--- src/hdlc_byte_unstuff_deframer_top_assert.svh ---
// Assertion macros shared by the deframer RTL.
// Depends on nothing; users supply i_clk and i_rst_n in scope.
`ifndef HDLC_BYTE_UNSTUFF_DEFRAMER_TOP_ASSERT_SVH
`define HDLC_BYTE_UNSTUFF_DEFRAMER_TOP_ASSERT_SVH

// Same-cycle implication, disabled while reset is asserted.
`define HDLCUD_ASSERT_IMPL(label, ante, cons) \
    label: assert property (@(posedge i_clk) disable iff (!i_rst_n) (ante) |-> (cons)) \
        else $error("deframer assertion failed");

// Next-cycle implication, disabled while reset is asserted.
`define HDLCUD_ASSERT_NEXT(label, ante, cons) \
    label: assert property (@(posedge i_clk) disable iff (!i_rst_n) (ante) |=> (cons)) \
        else $error("deframer assertion failed");

`endif

--- src/hdlcud_pkg.sv ---
// Package for the HDLC byte-unstuffing deframer: types, register map, status codes.
// No dependencies.
package hdlcud_pkg;

    localparam int MTU_LIMIT_DEF = 4095;

    localparam int BYTE_W  = 8;
    localparam int FRAME_W = 12;
    localparam int COUNT_W = 13;
    localparam int ADDR_W  = 5;
    localparam int DATA_W  = 32;

    // Register indexes (paddr[4:2])
    localparam logic [2:0] REG_MAX_FRAME   = 3'd0;
    localparam logic [2:0] REG_MIN_HEADER  = 3'd1;
    localparam logic [2:0] REG_FLAG_BYTE   = 3'd2;
    localparam logic [2:0] REG_ESCAPE_BYTE = 3'd3;
    localparam logic [2:0] REG_ESCAPE_MASK = 3'd4;

    localparam logic [FRAME_W-1:0] RST_MAX_FRAME   = 12'd500;
    localparam logic [BYTE_W-1:0]  RST_MIN_HEADER  = 8'd19;
    localparam logic [BYTE_W-1:0]  RST_FLAG_BYTE   = 8'd126;
    localparam logic [BYTE_W-1:0]  RST_ESCAPE_BYTE = 8'd125;
    localparam logic [BYTE_W-1:0]  RST_ESCAPE_MASK = 8'd32;

    typedef enum logic [2:0] {
        ST_GOOD     = 3'd0,
        ST_SHORT    = 3'd1,
        ST_LONG     = 3'd2,
        ST_OVERFLOW = 3'd3,
        ST_ABORT    = 3'd4
    } t_status;

    typedef struct packed {
        logic [FRAME_W-1:0] max_frame;
        logic [BYTE_W-1:0]  min_header;
        logic [BYTE_W-1:0]  flag_byte;
        logic [BYTE_W-1:0]  escape_byte;
        logic [BYTE_W-1:0]  escape_mask;
    } t_cfg;

endpackage

--- src/hdlc_byte_unstuff_deframer_top.sv ---
// Path: an accepted item lands in the input register; its result (if any) goes to the result
// register once the result side is free. Throughput: one item per cycle unless the output
// stalls; the frame-state update is a single compare/increment pass.
// Items that cause no result (bytes outside a frame, escapes, empty closes) just retire.
// Reset (i_rst_n low, synchronous): frame state cleared, both pipeline stages empty,
// configuration registers return to their defaults (MTU 500, header 19, 0x7E/0x7D/0x20).
// Depends on hdlcud_pkg, hdlcud_regs, hdlcud_core.
module hdlc_byte_unstuff_deframer_top #(
    parameter int MTU_LIMIT = hdlcud_pkg::MTU_LIMIT_DEF
) (
    input  logic                            i_clk,
    input  logic                            i_rst_n,
    // configuration port
    input  logic                            psel,
    input  logic                            penable,
    input  logic                            pwrite,
    input  logic [hdlcud_pkg::ADDR_W-1:0]   paddr,
    input  logic [hdlcud_pkg::DATA_W-1:0]   pwdata,
    output logic [hdlcud_pkg::DATA_W-1:0]   prdata,
    output logic                            pready,
    // received item channel
    input  logic                            i_in_valid,
    output logic                            o_in_stall,
    input  logic                            i_req_type,
    input  logic [hdlcud_pkg::BYTE_W-1:0]   i_rx_byte,
    // result item channel
    output logic                            o_out_valid,
    input  logic                            i_out_stall,
    output logic [hdlcud_pkg::BYTE_W-1:0]   o_out_byte,
    output logic                            o_end_of_frame,
    output logic [2:0]                      o_frame_status,
    output logic [hdlcud_pkg::COUNT_W-1:0]  o_frame_length
);

    // live configuration; software must change it only while the pipe is idle (not enforced here)
    hdlcud_pkg::t_cfg cfg;

    hdlcud_regs u_regs (
        .i_clk   (i_clk),
        .i_rst_n (i_rst_n),
        .psel    (psel),
        .penable (penable),
        .pwrite  (pwrite),
        .paddr   (paddr),
        .pwdata  (pwdata),
        .prdata  (prdata),
        .pready  (pready),
        .o_cfg   (cfg)
    );

    // input register -> flag/escape decode + count update -> result register
    hdlcud_core #(
        .MTU_LIMIT (MTU_LIMIT)
    ) u_core (
        .i_clk          (i_clk),
        .i_rst_n        (i_rst_n),
        .i_cfg          (cfg),
        .i_in_valid     (i_in_valid),
        .o_in_stall     (o_in_stall),
        .i_req_type     (i_req_type),
        .i_rx_byte      (i_rx_byte),
        .o_out_valid    (o_out_valid),
        .i_out_stall    (i_out_stall),
        .o_out_byte     (o_out_byte),
        .o_end_of_frame (o_end_of_frame),
        .o_frame_status (o_frame_status),
        .o_frame_length (o_frame_length)
    );

endmodule

--- src/hdlcud_regs.sv ---
// APB-style configuration registers for the deframer.
// Depends on hdlcud_pkg.
module hdlcud_regs (
    input  logic                           i_clk,
    input  logic                           i_rst_n,
    input  logic                           psel,
    input  logic                           penable,
    input  logic                           pwrite,
    input  logic [hdlcud_pkg::ADDR_W-1:0]  paddr,
    input  logic [hdlcud_pkg::DATA_W-1:0]  pwdata,
    output logic [hdlcud_pkg::DATA_W-1:0]  prdata,
    output logic                           pready,
    output hdlcud_pkg::t_cfg               o_cfg
);

    hdlcud_pkg::t_cfg r_cfg;
    logic             wr_en;
    logic [2:0]       reg_idx;

    assign pready  = 1'b1;
    assign wr_en   = psel && penable && pwrite;
    assign reg_idx = paddr[4:2];
    assign o_cfg   = r_cfg;

    always_ff @(posedge i_clk) begin
        if (!i_rst_n) begin
            r_cfg.max_frame   <= hdlcud_pkg::RST_MAX_FRAME;
            r_cfg.min_header  <= hdlcud_pkg::RST_MIN_HEADER;
            r_cfg.flag_byte   <= hdlcud_pkg::RST_FLAG_BYTE;
            r_cfg.escape_byte <= hdlcud_pkg::RST_ESCAPE_BYTE;
            r_cfg.escape_mask <= hdlcud_pkg::RST_ESCAPE_MASK;
        end else if (wr_en) begin
            case (reg_idx)
                hdlcud_pkg::REG_MAX_FRAME:
                    r_cfg.max_frame <= pwdata[hdlcud_pkg::FRAME_W-1:0];
                hdlcud_pkg::REG_MIN_HEADER:
                    r_cfg.min_header <= pwdata[hdlcud_pkg::BYTE_W-1:0];
                hdlcud_pkg::REG_FLAG_BYTE:
                    r_cfg.flag_byte <= pwdata[hdlcud_pkg::BYTE_W-1:0];
                hdlcud_pkg::REG_ESCAPE_BYTE:
                    r_cfg.escape_byte <= pwdata[hdlcud_pkg::BYTE_W-1:0];
                hdlcud_pkg::REG_ESCAPE_MASK:
                    r_cfg.escape_mask <= pwdata[hdlcud_pkg::BYTE_W-1:0];
                default: ;
            endcase
        end
    end

    always_comb begin
        prdata = '0;
        case (reg_idx)
            hdlcud_pkg::REG_MAX_FRAME:   prdata = 32'(r_cfg.max_frame);
            hdlcud_pkg::REG_MIN_HEADER:  prdata = 32'(r_cfg.min_header);
            hdlcud_pkg::REG_FLAG_BYTE:   prdata = 32'(r_cfg.flag_byte);
            hdlcud_pkg::REG_ESCAPE_BYTE: prdata = 32'(r_cfg.escape_byte);
            hdlcud_pkg::REG_ESCAPE_MASK: prdata = 32'(r_cfg.escape_mask);
            default:                     prdata = '0;
        endcase
    end

endmodule

--- src/hdlcud_core.sv ---
// Deframer datapath: input register, frame state, result register.
// Depends on hdlcud_pkg and hdlc_byte_unstuff_deframer_top_assert.svh.
`include "hdlc_byte_unstuff_deframer_top_assert.svh"

module hdlcud_core #(
    parameter int MTU_LIMIT = hdlcud_pkg::MTU_LIMIT_DEF
) (
    input  logic                            i_clk,
    input  logic                            i_rst_n,
    input  hdlcud_pkg::t_cfg                i_cfg,
    input  logic                            i_in_valid,
    output logic                            o_in_stall,
    input  logic                            i_req_type,
    input  logic [hdlcud_pkg::BYTE_W-1:0]   i_rx_byte,
    output logic                            o_out_valid,
    input  logic                            i_out_stall,
    output logic [hdlcud_pkg::BYTE_W-1:0]   o_out_byte,
    output logic                            o_end_of_frame,
    output logic [2:0]                      o_frame_status,
    output logic [hdlcud_pkg::COUNT_W-1:0]  o_frame_length
);

    localparam int FW = hdlcud_pkg::FRAME_W;
    localparam int CW = hdlcud_pkg::COUNT_W;
    localparam int BW = hdlcud_pkg::BYTE_W;
    // MTU cap folded to the register width
    localparam logic [FW-1:0] MtuCap =
        (MTU_LIMIT >= (1 << FW) - 1) ? {FW{1'b1}} : FW'(MTU_LIMIT);

    // input register
    logic          r_in_valid;
    logic          r_in_req;
    logic [BW-1:0] r_in_byte;

    // frame state
    logic          r_in_frame, n_in_frame;
    logic          r_esc, n_esc;
    logic [CW-1:0] r_count, n_count;

    // result register
    logic          r_out_valid;
    logic [BW-1:0] r_out_byte, n_out_byte;
    logic          r_out_eof, n_out_eof;
    logic [2:0]    r_out_status, n_out_status;
    logic [CW-1:0] r_out_len, n_out_len;
    logic          n_has_res;

    logic          out_free;
    logic          fire;
    logic [FW-1:0] mtu;
    logic [CW-1:0] lim;
    logic          nonempty;
    logic [BW-1:0] data_byte;

    assign out_free   = !r_out_valid || !i_out_stall;
    assign fire       = r_in_valid && out_free;
    assign o_in_stall = r_in_valid && !out_free;

    assign mtu       = (i_cfg.max_frame > MtuCap) ? MtuCap : i_cfg.max_frame;
    assign lim       = {mtu, 1'b0};
    assign nonempty  = r_in_frame && (r_count != '0);
    assign data_byte = r_esc ? (r_in_byte ^ i_cfg.escape_mask) : r_in_byte;

    always_comb begin
        n_in_frame   = r_in_frame;
        n_esc        = r_esc;
        n_count      = r_count;
        n_has_res    = 1'b0;
        n_out_byte   = '0;
        n_out_eof    = 1'b1;
        n_out_status = hdlcud_pkg::ST_GOOD;
        n_out_len    = r_count;
        if (r_in_req) begin
            // link drop
            n_has_res    = nonempty;
            n_out_status = hdlcud_pkg::ST_ABORT;
            n_in_frame   = 1'b0;
            n_esc        = 1'b0;
            n_count      = '0;
        end else if (r_in_byte == i_cfg.flag_byte) begin
            n_has_res = nonempty;
            if (r_count <= CW'(i_cfg.min_header)) begin
                n_out_status = hdlcud_pkg::ST_SHORT;
            end else if (r_count > CW'(mtu)) begin
                n_out_status = hdlcud_pkg::ST_LONG;
            end else begin
                n_out_status = hdlcud_pkg::ST_GOOD;
            end
            n_in_frame = 1'b1;
            n_esc      = 1'b0;
            n_count    = '0;
        end else if (!r_in_frame) begin
            n_has_res = 1'b0;
        end else if (r_in_byte == i_cfg.escape_byte) begin
            n_esc = 1'b1;
        end else if (r_count < lim) begin
            n_esc        = 1'b0;
            n_count      = r_count + 1'b1;
            n_has_res    = 1'b1;
            n_out_byte   = data_byte;
            n_out_eof    = 1'b0;
            n_out_status = hdlcud_pkg::ST_GOOD;
            n_out_len    = '0;
        end else begin
            // frame ran past twice the MTU: close it and resync on next flag
            n_esc        = 1'b0;
            n_has_res    = 1'b1;
            n_out_status = hdlcud_pkg::ST_OVERFLOW;
            n_in_frame   = 1'b0;
            n_count      = '0;
        end
    end

    always_ff @(posedge i_clk) begin
        if (!i_rst_n) begin
            r_in_valid  <= 1'b0;
            r_in_frame  <= 1'b0;
            r_esc       <= 1'b0;
            r_count     <= '0;
            r_out_valid <= 1'b0;
        end else begin
            if (!o_in_stall) begin
                r_in_valid <= i_in_valid;
            end
            if (fire) begin
                r_in_frame <= n_in_frame;
                r_esc      <= n_esc;
                r_count    <= n_count;
            end
            if (out_free) begin
                r_out_valid <= fire && n_has_res;
            end
        end
    end

    always_ff @(posedge i_clk) begin
        if (i_in_valid && !o_in_stall) begin
            r_in_req  <= i_req_type;
            r_in_byte <= i_rx_byte;
        end
        if (fire && n_has_res) begin
            r_out_byte   <= n_out_byte;
            r_out_eof    <= n_out_eof;
            r_out_status <= n_out_status;
            r_out_len    <= n_out_len;
        end
    end

    assign o_out_valid    = r_out_valid;
    assign o_out_byte     = r_out_byte;
    assign o_end_of_frame = r_out_eof;
    assign o_frame_status = r_out_status;
    assign o_frame_length = r_out_len;

    `HDLCUD_ASSERT_IMPL(a_count_needs_frame, r_count != '0, r_in_frame)
    `HDLCUD_ASSERT_IMPL(a_payload_clean, r_out_valid && !r_out_eof,
        (r_out_status == hdlcud_pkg::ST_GOOD) && (r_out_len == '0))
    // only an overflow on a zero MTU closes a frame at length zero
    `HDLCUD_ASSERT_IMPL(a_empty_end_overflow, r_out_valid && r_out_eof && (r_out_len == '0),
        r_out_status == hdlcud_pkg::ST_OVERFLOW)
    `HDLCUD_ASSERT_NEXT(a_drop_clears, fire && r_in_req, !r_in_frame && !r_esc && (r_count == '0))

endmodule

--- config.mk ---
export PLATFORM = sky130hd
export DESIGN_NAME = hdlc_byte_unstuff_deframer_top
export DESIGN_NICKNAME = d
export VERILOG_FILES = /design/src/hdlcud_pkg.sv /design/src/hdlc_byte_unstuff_deframer_top.sv /design/src/hdlcud_regs.sv /design/src/hdlcud_core.sv
export VERILOG_INCLUDE_DIRS = /design/src /design/src/src
export SDC_FILE = /design/constraint.sdc
export NUM_CORES = 1
export LEC_CHECK = 0
export BUFFER_PORTS_ARGS = -buffer_cell sky130_fd_sc_hd__buf_4
export CAP_MARGIN = 0
export CORE_ASPECT_RATIO = 0.9
export CORE_MARGIN = 1
export CORE_UTILIZATION = 60
export CTS_BUF_LIST = sky130_fd_sc_hd__clkbuf_8
export CTS_CLUSTER_DIAMETER = 30
export CTS_CLUSTER_SIZE = 25
export DETAILED_ROUTE_END_ITERATION = 10
export PLACE_DENSITY_LB_ADDON = 0.15
export SYNTH_ARGS = -nofsm -noshare
export SYNTH_HDL_FRONTEND = slang
export SYNTH_SLANG_ARGS = --single-unit
--- constraint.sdc ---
create_clock -name i_clk -period 4.1 [get_ports i_clk]
set_input_delay 1.23 -clock i_clk [delete_from_list [all_inputs] [get_ports i_clk]]
set_output_delay 1.23 -clock i_clk [all_outputs]
set_load 0.03 [all_outputs]
==> flow_summary.toml <==
[grt]
overflow = 0
grt_pass1_vias = 4099
antenna_found_initial = 0
grt_use_total = 0.2901
grt_pass1_wl_microns = 20410
grt_max_degree = 38

[detailed_routing]
drc = 0
vias_per_cell = 5.888
vias = 4351
drt-total-wl_microns = 12600
ant_nets = 0
dr.pass1.iters = 5
drt-wirelength-per-cell_microns = 17.05
drtIter0Drc = 424

[power_and_ir_drop]
power_mw = 1.731
p_leak_nw = 2.366
power_density_mw_per_mm2 = 294.4
peakVddDrop_uv = 226.1

[clock_tree]
cts_resized = 0
cts_tree = "yes"
numClockSinks = 95
cts_made_buffers = 9
cts_buffer_depth = 2
clock_latency_ns = 0.37
cts_hold_buf = 0
clkTransAtPathRegs_ns = 0.09
h-tree-depth = 3
post_cts_buffers = 0
cts_root_buf = "clkbuf_8"

[layout]
fin_nets = 705
syn_to_final_growth_pct = 12.87
postLayoutCoreUtil = 0.7152
fill_cells = 654
final_area_sq_mm = 0.005881
antenna_cells = 0
final_cells = 739
drive_gt1_frac = 0.1715

[floorplanning]
start_util = 0.6336
ios = 113
die_x_microns = 100.2
die_h_microns = 90.40
rows = 31
coreArea_sq_mm = 0.008223
die-area_sq_mm = 0.009060

[synthesis]
yosys_warnings = 0
ys_async_sr_fraction = 0
netlist_area_sq_mm = 0.005210
synth_edf_count = 34
ys.flop_type = "dfxtp_1"
synth-seq-area-share = 0.4304
synth.avg_cell_area_sq_um = 9.270
ys_seq_elements = 95
netlist_instances = 562
ys_types = 51

[placed_design]
place_hpwl_microns = 9415
portBuffers = 69
dp.cells = 723
gp_congestion = 0.9684
dp_worst_setup_slack_ns = 0.4137
placed_area_sq_mm = 0.005700

[timing]
clock_skew_ns = 0.01366
slew_violations = 0
hold_violations = 0
finalSetupViolCount = 0
tightestPinTransition_ns = 0.8877
holdWs_ns = 0.4830
slew_headroom = 0.4036
timing.final.ws_setup_ns = 0.3832
grt_setup_unrepaired = "false"
timing.final.crit_share = 0.9065
min_period_ns = 3.717
fmax_mhz = 269.1
setup_tns_ns = 0

[critical_path]
cp_common_cell = "buf_4"
crit_arrival_ns = 2.49
cp_max_fo = 15
crit_path_top_delay_cell = "nor2b_1"
ff2ff_setup_slack_ns = 1.30
crit_path_start_kind = "input pin"
worstSetupEndpointType = "output port"
worst_ep_required_time_ns = 2.87
critical_path.cell_chain = "buf_4, nor2b_1, buf_4, a22oi_1, o22ai_1, buf_4"
critPathKind = "in2out"
cp_slowest_stage_delay_ns = 0.34

[outcome]
status = "finished clean"

[worst_hold_path]
worstHoldPathType = "reg2reg"

[flow_run]
maxCapViolations = 0
==> Yosys cell counts, drive strengths merged (9+ instances only) <==
cell type	instances	share of area
ha	33	0.079
o211ai	9	0.013
nand2	92	0.066
nand3	20	0.019
a21oi	42	0.041
clkbuf	14	0.010
dfxtp	61	0.23
edfxtp	34	0.20
xnor2	27	0.045
and2	15	0.018
inv	28	0.020
nor2	28	0.021
nand4	12	0.014
a211oi	17	0.028
a22oi	17	0.024
buf	30	0.039
==> cells by family after synthesis <==
group	after synthesis	synth area share
AND/OR/NAND/NOR	193	0.1734
AO/OA/AOI/OAI	116	0.1544
flip-flops	95	0.4304
buffers and inverters	72	0.06964
XOR/XNOR	35	0.05884
adder cells (fa/ha/maj)	33	0.07925
multiplexers	16	0.03266
other	2	0.001441
==> cell type report <==
cell class / instances / area (sq um) / area share
Timing Repair Buffer: 71 / 533.0 / 0.09064
Multi-Input combinational cell: 414 / 2676 / 0.4551
Tap cell: 115 / 143.9 / 0.02447
Clock buffer: 9 / 123.9 / 0.02106
Sequential cell: 95 / 2242 / 0.3813
Inverter: 28 / 105.1 / 0.01787
Clock inverter: 7 / 56.30 / 0.009574
==> report_power, final <==
part	leakage, nW	internal (mW)	switching [mW]
logic	1.49	0.0549	0.107
registers	0.787	0.981	0.0127
clock network	0.0896	0.228	0.348
total	2.37	1.26	0.468
==> cells in the final DEF (no fill, tap or decap), types with 4 or more instances in the layout <==
cell type / instances
nand3_1: 20
xnor2_1: 27
a22oi_1: 17
o211ai_1: 9
nor2_1: 27
a21o_1: 5
buf_4: 71
conb_1: 21
clkbuf_8: 9
mux2_2: 8
nand2_1: 92
o21ai_0: 5
dfxtp_1: 61
and2_1: 15
mux2i_1: 8
nand4_1: 12
xor2_1: 8
a21oi_1: 41
and3_1: 5
nor3_1: 6
inv_1: 28
edfxtp_1: 34
a211oi_2: 4
a211oi_1: 13
ha_1: 33
nor2b_1: 5
o22ai_1: 8
==> flip-flops by register name, summed over array words and instances (netlist names) <==
name / count
u_core.o_frame_status: 3
u_core.r_count: 13
u_core.o_end_of_frame: 1
u_regs.o_cfg: 44
u_core.r_in_byte: 8
u_core.r_in_frame: 1
u_core.o_out_valid: 1
u_core.r_in_valid: 1
u_core.r_in_req: 1
u_core.o_out_byte: 8
u_core.o_frame_length: 13
u_core.r_esc: 1
==> path summary, 6_finish.rpt <==
kind	cells past startpoint	start	endpoint
setup / recovery	6	paddr[2]	prdata[0]
hold / removal	2	u_regs.o_cfg[43]	u_regs.o_cfg[43]
setup reg to reg	6	u_core.r_in_byte[6]	u_core.o_frame_length[4]
hold reg to reg	2	u_regs.o_cfg[43]	u_regs.o_cfg[43]
==> metal layers <==
layer | wire length (microns) | GRT usage
met2 | 5595 | 0.4469
met4 | 304 | 0.09541
met3 | 1196 | 0.05805
met1 | 5501 | 0.4071
met5 | 0 | 0
==> critical path, delay by kind of cell <==
family | cells | cell delay, ns
AOI/OAI and AO/OA | 2 | 0.32
buffers and inverters | 3 | 0.60
and+or+nand+nor | 1 | 0.34
No activity file was read; power rests on OpenSTA's default activity.
